File: src/rtl/histogram_equalization_macros.svh
// Assertion macros shared by the histogram equalization RTL.
// Each macro expects signals named clk and rst in the scope where it is used.
`ifndef HISTOGRAM_EQUALIZATION_MACROS_SVH
`define HISTOGRAM_EQUALIZATION_MACROS_SVH

// The consequent must hold in the same cycle as the antecedent.
`define HEQ_ASSERT_NOW(label, ante, cons, msg) \
  label: assert property (@(posedge clk) disable iff (rst) (ante) |-> (cons)) else $error(msg);

// The consequent must hold in the cycle after the antecedent.
`define HEQ_ASSERT_NEXT(label, ante, cons, msg) \
  label: assert property (@(posedge clk) disable iff (rst) (ante) |=> (cons)) else $error(msg);

`endif

File: src/rtl/histeq_pkg.sv
// Shared widths, constants and controller/datapath command types for the
// histogram equalization block. No dependencies.
`default_nettype none

package histeq_pkg;

  localparam int PIX_W      = 8;         // input grey level width
  localparam int OUT_W      = 8;         // mapped grey level width
  localparam int CNT_W      = 21;        // frame size, pixel counter and bin width
  localparam int LEVELS_DEF = 256;       // default number of histogram bins
  localparam int unsigned MAX_FRAME = 1048576;

  localparam logic [CNT_W-1:0] FRAME_RST = CNT_W'(262144);

  // Commands from the controller to the datapath.
  typedef struct packed {
    logic clr_wr;      // write zero to the bin at the level counter
    logic cnt_rd;      // read the bin of the incoming pixel
    logic cnt_wr;      // write back the incremented bin
    logic bin_rd_lvl;  // read the bin at the level counter
    logic lvl_clr;     // level counter to zero
    logic lvl_inc;     // level counter up by one
    logic cum_clr;     // cumulative sum to zero
    logic cum_acc;     // add the bin just read to the cumulative sum
    logic mul_go;      // register the scaled dividend
    logic div_start;   // start the divider
    logic map_wr;      // write the rounded quotient into the map
    logic map_rd;      // look up the incoming pixel in the map
    logic pix_step;    // advance or wrap the pixel counter
  } cmd_t;

  // Status from the datapath to the controller.
  typedef struct packed {
    logic last_pix;    // the next accepted pixel ends the pass
    logic lvl_last;    // level counter sits at the top level
    logic div_busy;    // divider still iterating
    logic slot_ok;     // map lookup path can take another pixel
  } status_t;

endpackage

`default_nettype wire

File: src/rtl/histeq_ctrl.sv
// Controller state machine: sequences the clearing sweep, the counting pass,
// the map build and the mapping pass. Depends on histeq_pkg and the macro header.
`default_nettype none
`include "histogram_equalization_macros.svh"

module histeq_ctrl (
  input  wire logic               clk,
  input  wire logic               rst,
  input  wire logic               in_valid,
  output logic                    in_ready,
  input  wire histeq_pkg::status_t status,
  output histeq_pkg::cmd_t        cmd
);
  import histeq_pkg::*;

  localparam logic [3:0] S_CLEAR    = 4'd0;
  localparam logic [3:0] S_COUNT    = 4'd1;
  localparam logic [3:0] S_INC      = 4'd2;
  localparam logic [3:0] S_INC_LAST = 4'd3;
  localparam logic [3:0] S_BRD      = 4'd4;
  localparam logic [3:0] S_BACC     = 4'd5;
  localparam logic [3:0] S_BMUL     = 4'd6;
  localparam logic [3:0] S_BSTART   = 4'd7;
  localparam logic [3:0] S_BDIV     = 4'd8;
  localparam logic [3:0] S_BWR      = 4'd9;
  localparam logic [3:0] S_MAP      = 4'd10;

  logic [3:0] state;
  logic [3:0] state_next;
  logic       accept;

  assign accept = in_valid && in_ready;

  always_comb begin
    state_next = state;
    cmd        = '0;
    in_ready   = 1'b0;
    unique case (state)
      S_CLEAR: begin
        cmd.clr_wr = 1'b1;
        if (status.lvl_last) begin
          cmd.lvl_clr = 1'b1;
          state_next  = S_COUNT;
        end else begin
          cmd.lvl_inc = 1'b1;
        end
      end
      S_COUNT: begin
        in_ready = 1'b1;
        if (in_valid) begin
          cmd.cnt_rd   = 1'b1;
          cmd.pix_step = 1'b1;
          state_next   = status.last_pix ? S_INC_LAST : S_INC;
        end
      end
      S_INC: begin
        cmd.cnt_wr = 1'b1;
        state_next = S_COUNT;
      end
      S_INC_LAST: begin
        cmd.cnt_wr  = 1'b1;
        cmd.lvl_clr = 1'b1;
        cmd.cum_clr = 1'b1;
        state_next  = S_BRD;
      end
      S_BRD: begin
        cmd.bin_rd_lvl = 1'b1;
        state_next     = S_BACC;
      end
      S_BACC: begin
        cmd.cum_acc = 1'b1;
        cmd.clr_wr  = 1'b1;
        state_next  = S_BMUL;
      end
      S_BMUL: begin
        cmd.mul_go = 1'b1;
        state_next = S_BSTART;
      end
      S_BSTART: begin
        cmd.div_start = 1'b1;
        state_next    = S_BDIV;
      end
      S_BDIV: begin
        if (!status.div_busy) begin
          state_next = S_BWR;
        end
      end
      S_BWR: begin
        cmd.map_wr = 1'b1;
        if (status.lvl_last) begin
          cmd.lvl_clr = 1'b1;
          state_next  = S_MAP;
        end else begin
          cmd.lvl_inc = 1'b1;
          state_next  = S_BRD;
        end
      end
      S_MAP: begin
        in_ready = status.slot_ok;
        if (in_valid && status.slot_ok) begin
          cmd.map_rd   = 1'b1;
          cmd.pix_step = 1'b1;
          if (status.last_pix) begin
            state_next = S_COUNT;
          end
        end
      end
      default: begin
        state_next = S_CLEAR;
      end
    endcase
  end

  always_ff @(posedge clk) begin
    if (rst) begin
      state <= S_CLEAR;
    end else begin
      state <= state_next;
    end
  end

  `HEQ_ASSERT_NEXT(a_count_goes_to_inc, state == S_COUNT && accept, state == S_INC || state == S_INC_LAST, "counted pixel did not lead to a bin update")
  `HEQ_ASSERT_NOW(a_bin_port_single, cmd.cnt_wr, !cmd.clr_wr && !cmd.cnt_rd, "bin RAM port used twice in one cycle")
  `HEQ_ASSERT_NOW(a_map_write_no_accept, cmd.map_wr, !cmd.map_rd && !in_ready, "pixel accepted while the map is being written")
  `HEQ_ASSERT_NEXT(a_build_ends_in_map, state == S_BWR && status.lvl_last, state == S_MAP, "map build did not end in the mapping pass")

endmodule

`default_nettype wire

File: config.mk
export PLATFORM = sky130hd
export DESIGN_NAME = histeq_ctrl
export DESIGN_NICKNAME = d
export VERILOG_FILES = /design/src/rtl/histeq_pkg.sv /design/src/rtl/histeq_ctrl.sv
export VERILOG_INCLUDE_DIRS = /design/src /design/src/rtl
export SDC_FILE = /design/constraint.sdc
export NUM_CORES = 1
export LEC_CHECK = 0
export BUFFER_PORTS_ARGS = -buffer_cell sky130_fd_sc_hd__buf_2
export CAP_MARGIN = 40
export CORE_AREA = 10 10 47 49
export DETAILED_ROUTE_END_ITERATION = 10
export DIE_AREA = 0 0 57 59
export GPL_TIMING_DRIVEN = 0
export PLACE_DENSITY_LB_ADDON = 0.08
export RECOVER_POWER = 50
export SYNTH_ARGS = -nofsm -noshare
export SYNTH_HDL_FRONTEND = slang
export SYNTH_SLANG_ARGS = --single-unit
File: constraint.sdc
create_clock -name clk -period 1.48 [get_ports clk]
set_clock_uncertainty 0.15 [all_clocks]
set_input_delay 0.222 -clock clk [delete_from_list [all_inputs] [get_ports clk]]
set_output_delay 0.222 -clock clk [all_outputs]
set_load 0.03 [all_outputs]
==> summary.md, run 1 <==
The flow ran to the end, but the final reports show violations. The checks that failed: setup timing. The slew at the pin closest to its max-slew limit came out at 0.2243 ns. The classification of the worst-slack hold path is input pin to flip-flop. The H-tree level count came out at 1. Yosys instantiated no cell more often than sky130_fd_sc_hd__nor2_1.

The mapped netlist covers 467.9 um^2. Entering global routing, the biggest net connects 11 pins. During synthesis, Yosys emitted a total of 0 warnings. In the synthesized netlist the async set-or-reset flop fraction comes to 0%. Timing analysis after detailed placement gives a worst setup slack of -0.1966 ns.

At the worst endpoint, the arrival time is 1.38 ns. The final critical path takes up 118.5% of the cycle. The synthesized netlist net count was 76; the area fraction of the dominant cell type after synthesis was 17.11%.

For the worst setup path, the data required time is 1.11 ns. Dividing the detail-routed via count by the number of cells gives 5.593. The number of global-route vias before repair is 675. The register with the most flip-flops in the layout has 4 of them.

The cell type with the highest occurrence count on the critical path was sky130_fd_sc_hd__nand2b_4. CTS saw 4 sinks. Walking the worst path, the cells encountered are buf_4 > nand2b_4 > nand2b_4 > a21oi_4 > and2_4 > buf_6.

For this block, the routed nets add up to 2198 um of wire. Summed over all instances, the cell type with the most area after synthesis is sky130_fd_sc_hd__dfxtp_1. The first global-routing pass estimated 3284 um of wire. TritonCTS built the clock tree. Ranked by instance count, the synthesized netlist is headed by 10 x sky130_fd_sc_hd__nor2_1, 5 x sky130_fd_sc_hd__nand2_1, 5 x sky130_fd_sc_hd__nand2b_1.

The wire-length estimate of the detail-placed layout is 1301 um. The type of the worst setup path is flip-flop to output port. Clock-pin slew was measured on the worst setup and hold paths at 0.04 ns. The longest clock path from root to sink contains 2 buffers. The vertical die dimension was 59 um; the antenna diode count was 0.

The die area was 3363 um^2. Of the synthesized area, sequential elements account for 17.11%. The design draws 1.228 mW. The tools report the total grt overflow as 0. In this run the worst path has a maximum fanout of 4.

Yosys mapped a number of flops with a built-in enable equal to 0. Main flop type after synthesis: sky130_fd_sc_hd__dfxtp_1. The shortest clock period the worst path allows after layout is 1.753 ns. The share of post-route cells with drive strength above 1 was 75.70%. Power per unit of standard cell area: 1142 nW/um^2. More flip-flops sit in one register than any other, and that register is state. Across all layers, the routed design uses 688 vias. Width of the chip: 57 um.

The worst setup margin is -0.2731 ns, and the final setup violation count is 16. At the end of routability-driven placement, the weighted congestion stood at 0.8605. The first detailed-routing pass took 4 iterations. The initial antenna violation count came out at 0. The worst-path cell with the longest stage delay was sky130_fd_sc_hd__dfxtp_4.

The total number of nets in the final design was 116; the number of standard cells after synthesis was 69. In this run, CTS created clock tree buffers numbering 3. In the final layout, the registers with the most flip-flops are state x4.

Setup repair after global routing could not meet its margin everywhere. Across every metal layer, demand over resource in global routing totals 12.21%. The count of nets left with antenna violations once routing finished came out at 0. Across the run, the number of max-cap violations was 0. The initial core utilization was 33.39%. The gate family responsible for the most delay along the worst path was simple AND/OR/NAND/NOR gates. VDD sags by at most 809.3 uV. The depth of the worst register-to-register path was 4.

Endpoint kind of the worst setup timing path: an output port. In this run, synthesis produced a sequential element count of 4. The tools report the critical path launch point type as a flip-flop.

The worst pin sits at a relative slew slack of 84.98%. The number of buffer and inverter stages on the critical path was 2. The top-level I/O count came out at 21.

The number of distinct library cells after synthesis is 33. The site row count was 14. After detailed routing, the number of remaining DRC violations is 0.

The count of final max-slew check failures was 0; the number of cells on the critical path was 6. In this design, the stage delay of the slowest critical-path cell is 0.35 ns. After floorplanning, the core was sized to cover 1401 um^2.

After detailed routing, the average wire length per cell comes to 17.87 um. The clock reaches the later pin of the worst-skew pair after 0.25 ns. The tools report the count of final hold-check violations as 0. For the leakage power of the design, the log shows 0.4431 nW. The fmax came out at 570.4 MHz. Sum of negative setup slack: -2.330 ns. By area the synthesized netlist is led by sky130_fd_sc_hd__dfxtp_1 17%, sky130_fd_sc_hd__nor2_1 8.0%, sky130_fd_sc_hd__nand2b_1 6.7%. During placement, the flow inserted port buffers numbering 20.

The tree is rooted in a sky130_fd_sc_hd__clkbuf_4. For the violation count after the first detailed-route iteration, the log shows 16. The average instance in the mapped netlist occupies 6.782 um^2. The worst hold path cell count was 2; the synthesis-to-finish area growth was 129.9%.
[final cells by class]
type | count | area [um^2]
multi-input cells | 58 | 540.5
clock buffers | 3 | 22.52
inverters | 2 | 11.26
plain buffers | 4 | 78.83
well taps | 16 | 20.02
repair buffers | 36 | 307.8
fillers | 102 | 325.3
flip-flops and latches | 4 | 95.09
[metal layers]
metal | share of wire, % | track usage, % | vias to the layer above
met1 | 39 | 14.34 | 331
met5 | 0 | 0 | -
li1 | - | - | 324
met3 | 7.3 | 3.433 | 4
met2 | 52 | 20.00 | 29
met4 | 1.7 | 5.705 | 0
[power breakdown]
part	switching, mW	total [mW]	internal [mW]
sequential	0.0273	0.158	0.131
combinational	0.461	0.928	0.467
clock	0.0510	0.142	0.0910
total	0.539	1.23	0.690
[cell families (layout without fill, tap and decap cells)]
logic type / Yosys count / after routing / share of synthesized area (%)
buf+inv: 7 / 45 / 6.684
compound gates: 13 / 13 / 19.79
flops: 4 / 4 / 17.11
xor+xnor: 1 / 1 / 1.872
simple gates: 42 / 42 / 50.00
mux: 2 / 2 / 4.545
[final timing paths]
kind	start	end	slack, ns
max	state[0]	cmd[0]	-0.27
min	rst	state[2]	0.06
max reg2reg	state[2]	state[3]	-0.21
min reg2reg	state[2]	state[2]	0.50
[through the flow]
step	hold slack (ns)	instances	util, %	cell area (um^2)
2_1_floorplan	0.1411	69	-	569.3
3_3_place_gp	0.2920	105	49.20	689.4
3_5_place_dp	0.2952	105	49.20	689.4
4_1_cts	0.04946	117	68.39	958.4
5_1_grt	0.06933	123	76.79	1076
6_report	0.05708	123	76.79	1076
[layout by cell type (no fill, tap or decap), drive strengths merged]
master and n:
buf 37, mux2i 1, nor3 4, nand2 5, o32ai 1, dfxtp 4
mux2 1, o21ai 3, a211oi 1, or2 2, nor2 10, and2b 1
nand3 2, o211ai 1, clkinvlp 1, nor4 2, nor3b 1, a2bb2oi 1
nand4b 1, o31ai 1, and2 2, nand3b 2, and3 1, clkbuf 6
a31oi 1, inv 1, nand2b 5, xor2 1, or4 2, nor2b 2
a21oi 4
[what timing repair did]
item,in CTS,in global routing
hold buffers,0,0
gates resized for setup,45,22
buffers inserted,9,6
cloned,0,1
pin swaps,5,11
setup endpoints to repair,17,17
(Power assumes the default switching activity.)
==> run 2: changes to the inputs <==
--- a/config.mk
+++ b/config.mk
@@ -8,12 +8,15 @@
 export LEC_CHECK = 0
 export BUFFER_PORTS_ARGS = -buffer_cell sky130_fd_sc_hd__buf_2
 export CAP_MARGIN = 40
-export CORE_AREA = 10 10 47 49
+export CELL_PAD_IN_SITES_DETAIL_PLACEMENT = 1
+export CELL_PAD_IN_SITES_GLOBAL_PLACEMENT = 2
+export CORE_ASPECT_RATIO = 0.7
+export CORE_MARGIN = 10
+export CORE_UTILIZATION = 20
 export DETAILED_ROUTE_END_ITERATION = 10
-export DIE_AREA = 0 0 57 59
 export GPL_TIMING_DRIVEN = 0
 export PLACE_DENSITY_LB_ADDON = 0.08
-export RECOVER_POWER = 50
+export RECOVER_POWER = 100
 export SYNTH_ARGS = -nofsm -noshare
 export SYNTH_HDL_FRONTEND = slang
 export SYNTH_SLANG_ARGS = --single-unit
==> run 2 against run 1 <==
  * The flow still finishes with violations (setup timing)
  * Power about the same
  * Clock power decreased by 5%
  * Non-clock buffer count increased by 5
  * Sequential power increased by 3%
  * Hold slack improved by 0.040 ns
  * Cell area increased by 7.2%
  * First-iteration DRC count increased by 110%
  * Sequential share of layout area decreased by 1.0 points
  * Critical path type unchanged
  * Critical endpoint unchanged
  * Largest cell class unchanged
  * Largest power group unchanged
==> summary.md, run 2 (synthesis results as in run 1) <==
The run finished, with violations left. The final reports fail on setup timing. The number of buffer and inverter stages on the critical path works out to 3.

Pin count of the biggest net entering global routing: 11. The floorplan step set the die width to 77.82 um. TritonCTS built the clock tree. The run gives 1486 um as the half-perimeter wire length of the detailed placement result.

The average via count per standard cell is 4.736, and the worst setup timing slack at the placement stage is -0.2391 ns. The vertical die dimension is 60.47 um. Once placement completed, the tool counted placed cells totaling 121.

Grouping stages by cell kind, the critical path spends the most delay in buffers and inverters. The H-tree level count was 1; the die area was 4705 um^2. The most critical setup path has its startpoint at state[3]. The run gives 569.7 MHz as the fmax. The run gives 4 as the first-pass iteration count of the detailed router. The synthesis-to-finish area growth came out at 146.5%. Combinational logic is responsible for 75.8% of the overall power. The count of final max-slew check failures is 0, and the source-to-sink clock delay at the later pin of the worst-skew pair is 0.24 ns. The largest single stage delay on the critical path is 0.33 ns. For this design, the slowest cell found on the critical path is sky130_fd_sc_hd__dfxtp_2. The tools report the endpoint kind of the worst setup timing path as an output port. The analysis attributes to cell leakage a power of 0.4708 nW. The share of the clock period used by the worst path was 118.6%. The worst register-to-register path begins at state[3]. The total internal power came out at 689.3 uW. Leaving out fill and tap cells, the most frequent cells in the layout are 17 x sky130_fd_sc_hd__buf_6, 15 x sky130_fd_sc_hd__buf_4, 7 x sky130_fd_sc_hd__buf_2.

The antenna diode count is 0. In this run the power density over the cells is 1064 nW/um^2. The finished cells cover 1154 um^2. The count of clock tree sinks was 4; the switching part of the total was 43.83%. The min-delay analysis places its worst path in the category input pin to flip-flop.

Port buffering added 20 buffers. In this run, post-CTS hold repair placed 0 buffers. Final hold analysis gives a worst-case slack of 0.09701 ns.

The critical path launch point type was a flip-flop. The first routing iteration left 34 violations. The run gives 682 as the total via count after detailed routing.

The final setup violation count was 17. The tool flagged a number of max-cap violations equal to 0. Of the cells placed in the final design, the portion with a size suffix greater than 1 is 74.11%. At the pin with the least slew margin, the transition time is 0.3513 ns. In this run the deepest clock path goes through 2 buffers. The largest registers in the layout are state x4.

Type of the worst setup path: flip-flop to output port. The clock-pin slew on the worst setup and hold paths is 0.04 ns, and the total grt overflow is 0. The first global-routing pass estimated 3670 um of wire. The floorplan has 14 rows. The worst-case IR drop observed on VDD is 435.4 uV. After routing, the total negative slack on setup checks comes to -2.893 ns. After detailed routing, the average wire length per cell comes to 16.58 um. After detailed routing, the number of remaining DRC violations is 0. For this design the total switching power over the nets is 538.0 uW. The tools report the overall global routing resource usage as 9.820%.

Initial core utilization: 21.37%. For the relative max-transition margin, the log shows 76.58%. The logs give 0 for the number of nets with antenna violations after routing and 0.6795 for the routability congestion estimate from global placement. Walking the worst path, the cells encountered are buf_8 > clkinvlp_4 > nand2b_1 > a21oi_4 > and2_4 > buf_6. The number of global-route vias before repair is 734. In this run the standard cell core region covers 2190 um^2.

For the finished layout, the period the worst path requires is 1.755 ns. The clock network accounts for 11.0% of the total power. TritonCTS created 3 clock buffers.

For this run, the number of standard cells in the final layout without fillers is 144. The largest register by flop count was state. The tools report the top-level I/O count as 21. After the last flow step, the layout net total stands at 121. CTS placed an instance of sky130_fd_sc_hd__clkbuf_4 at the clock tree root. At the worst endpoint, the arrival time is 1.38 ns. Summing all placed instances gives a cell area of 709.4 um^2.

Leaving out fill and tap cells, the most frequent cell in the layout is sky130_fd_sc_hd__buf_6. For the initial antenna violation count, the log shows 0. The hold path startpoint was rst. The flip-flop count of the largest register after layout is 4, and the worst setup margin is -0.2754 ns.

In this run, flip-flops and latches consume 13.2% of the power. Of all nets on the critical path, the largest fanout is 7. The logs give 0 for the count of final hold-check violations and 1.11 ns for the required time of the critical path. The routed design has 2388 um of wire.

Setup repair after global routing could not meet its margin everywhere.
[run 2: path summary, 6_finish.rpt]
| kind | to | slack [ns] | cells after the start |
|---|---|---|---|
| min reg2reg | state[0] | 0.57 | 3 |
| max | cmd[0] | -0.28 | 6 |
| max reg2reg | state[3] | -0.22 | 5 |
| min | state[0] | 0.1 | 2 |
[run 2: layout make-up]
cell class	instances	area (um^2)
sequential	4	90.09
timing repair buffer	40	362.8
tap	32	40.04
inverter	2	11.26
multi-input combinational	58	536.8
clock buffer	3	22.52
fill	259	1036
buffer	5	90.09
[run 2: timing repair]
action	CTS	global route
gates resized for setup	50	18
setup buffers	17	3
endpoints found under the setup margin	17	17
pin swaps	9	5
[run 2: metrics by stage]
stage | total power, mW | util [%]
5_1_grt | 1.298 | 52.69
3_3_place_gp | 0.7379 | 32.40
6_report | 1.227 | 52.69
3_5_place_dp | 0.7379 | 32.40
4_1_cts | 1.102 | 47.66
2_1_floorplan | 0.5986 | -
[run 2: per-layer routing]
layer	vias up	wire [um]	global-route usage [%]
li1	330	-	-
met1	334	1063	11.69
met2	16	1207	18.02
met5	-	0	0
met4	0	5	2.332
met3	2	111	1.917
[run 2: power groups by stage]
| stage | clock network [mW] | registers, mW | logic [mW] |
|---|---|---|---|
| final | 0.135 | 0.162 | 0.930 |
| after global routing | 0.144 | 0.166 | 0.988 |
| after CTS | 0.137 | 0.159 | 0.806 |
| after detailed placement | 0 | 0.152 | 0.586 |
| after global placement | 0 | 0.153 | 0.585 |
| after floorplan | 0 | 0.144 | 0.454 |
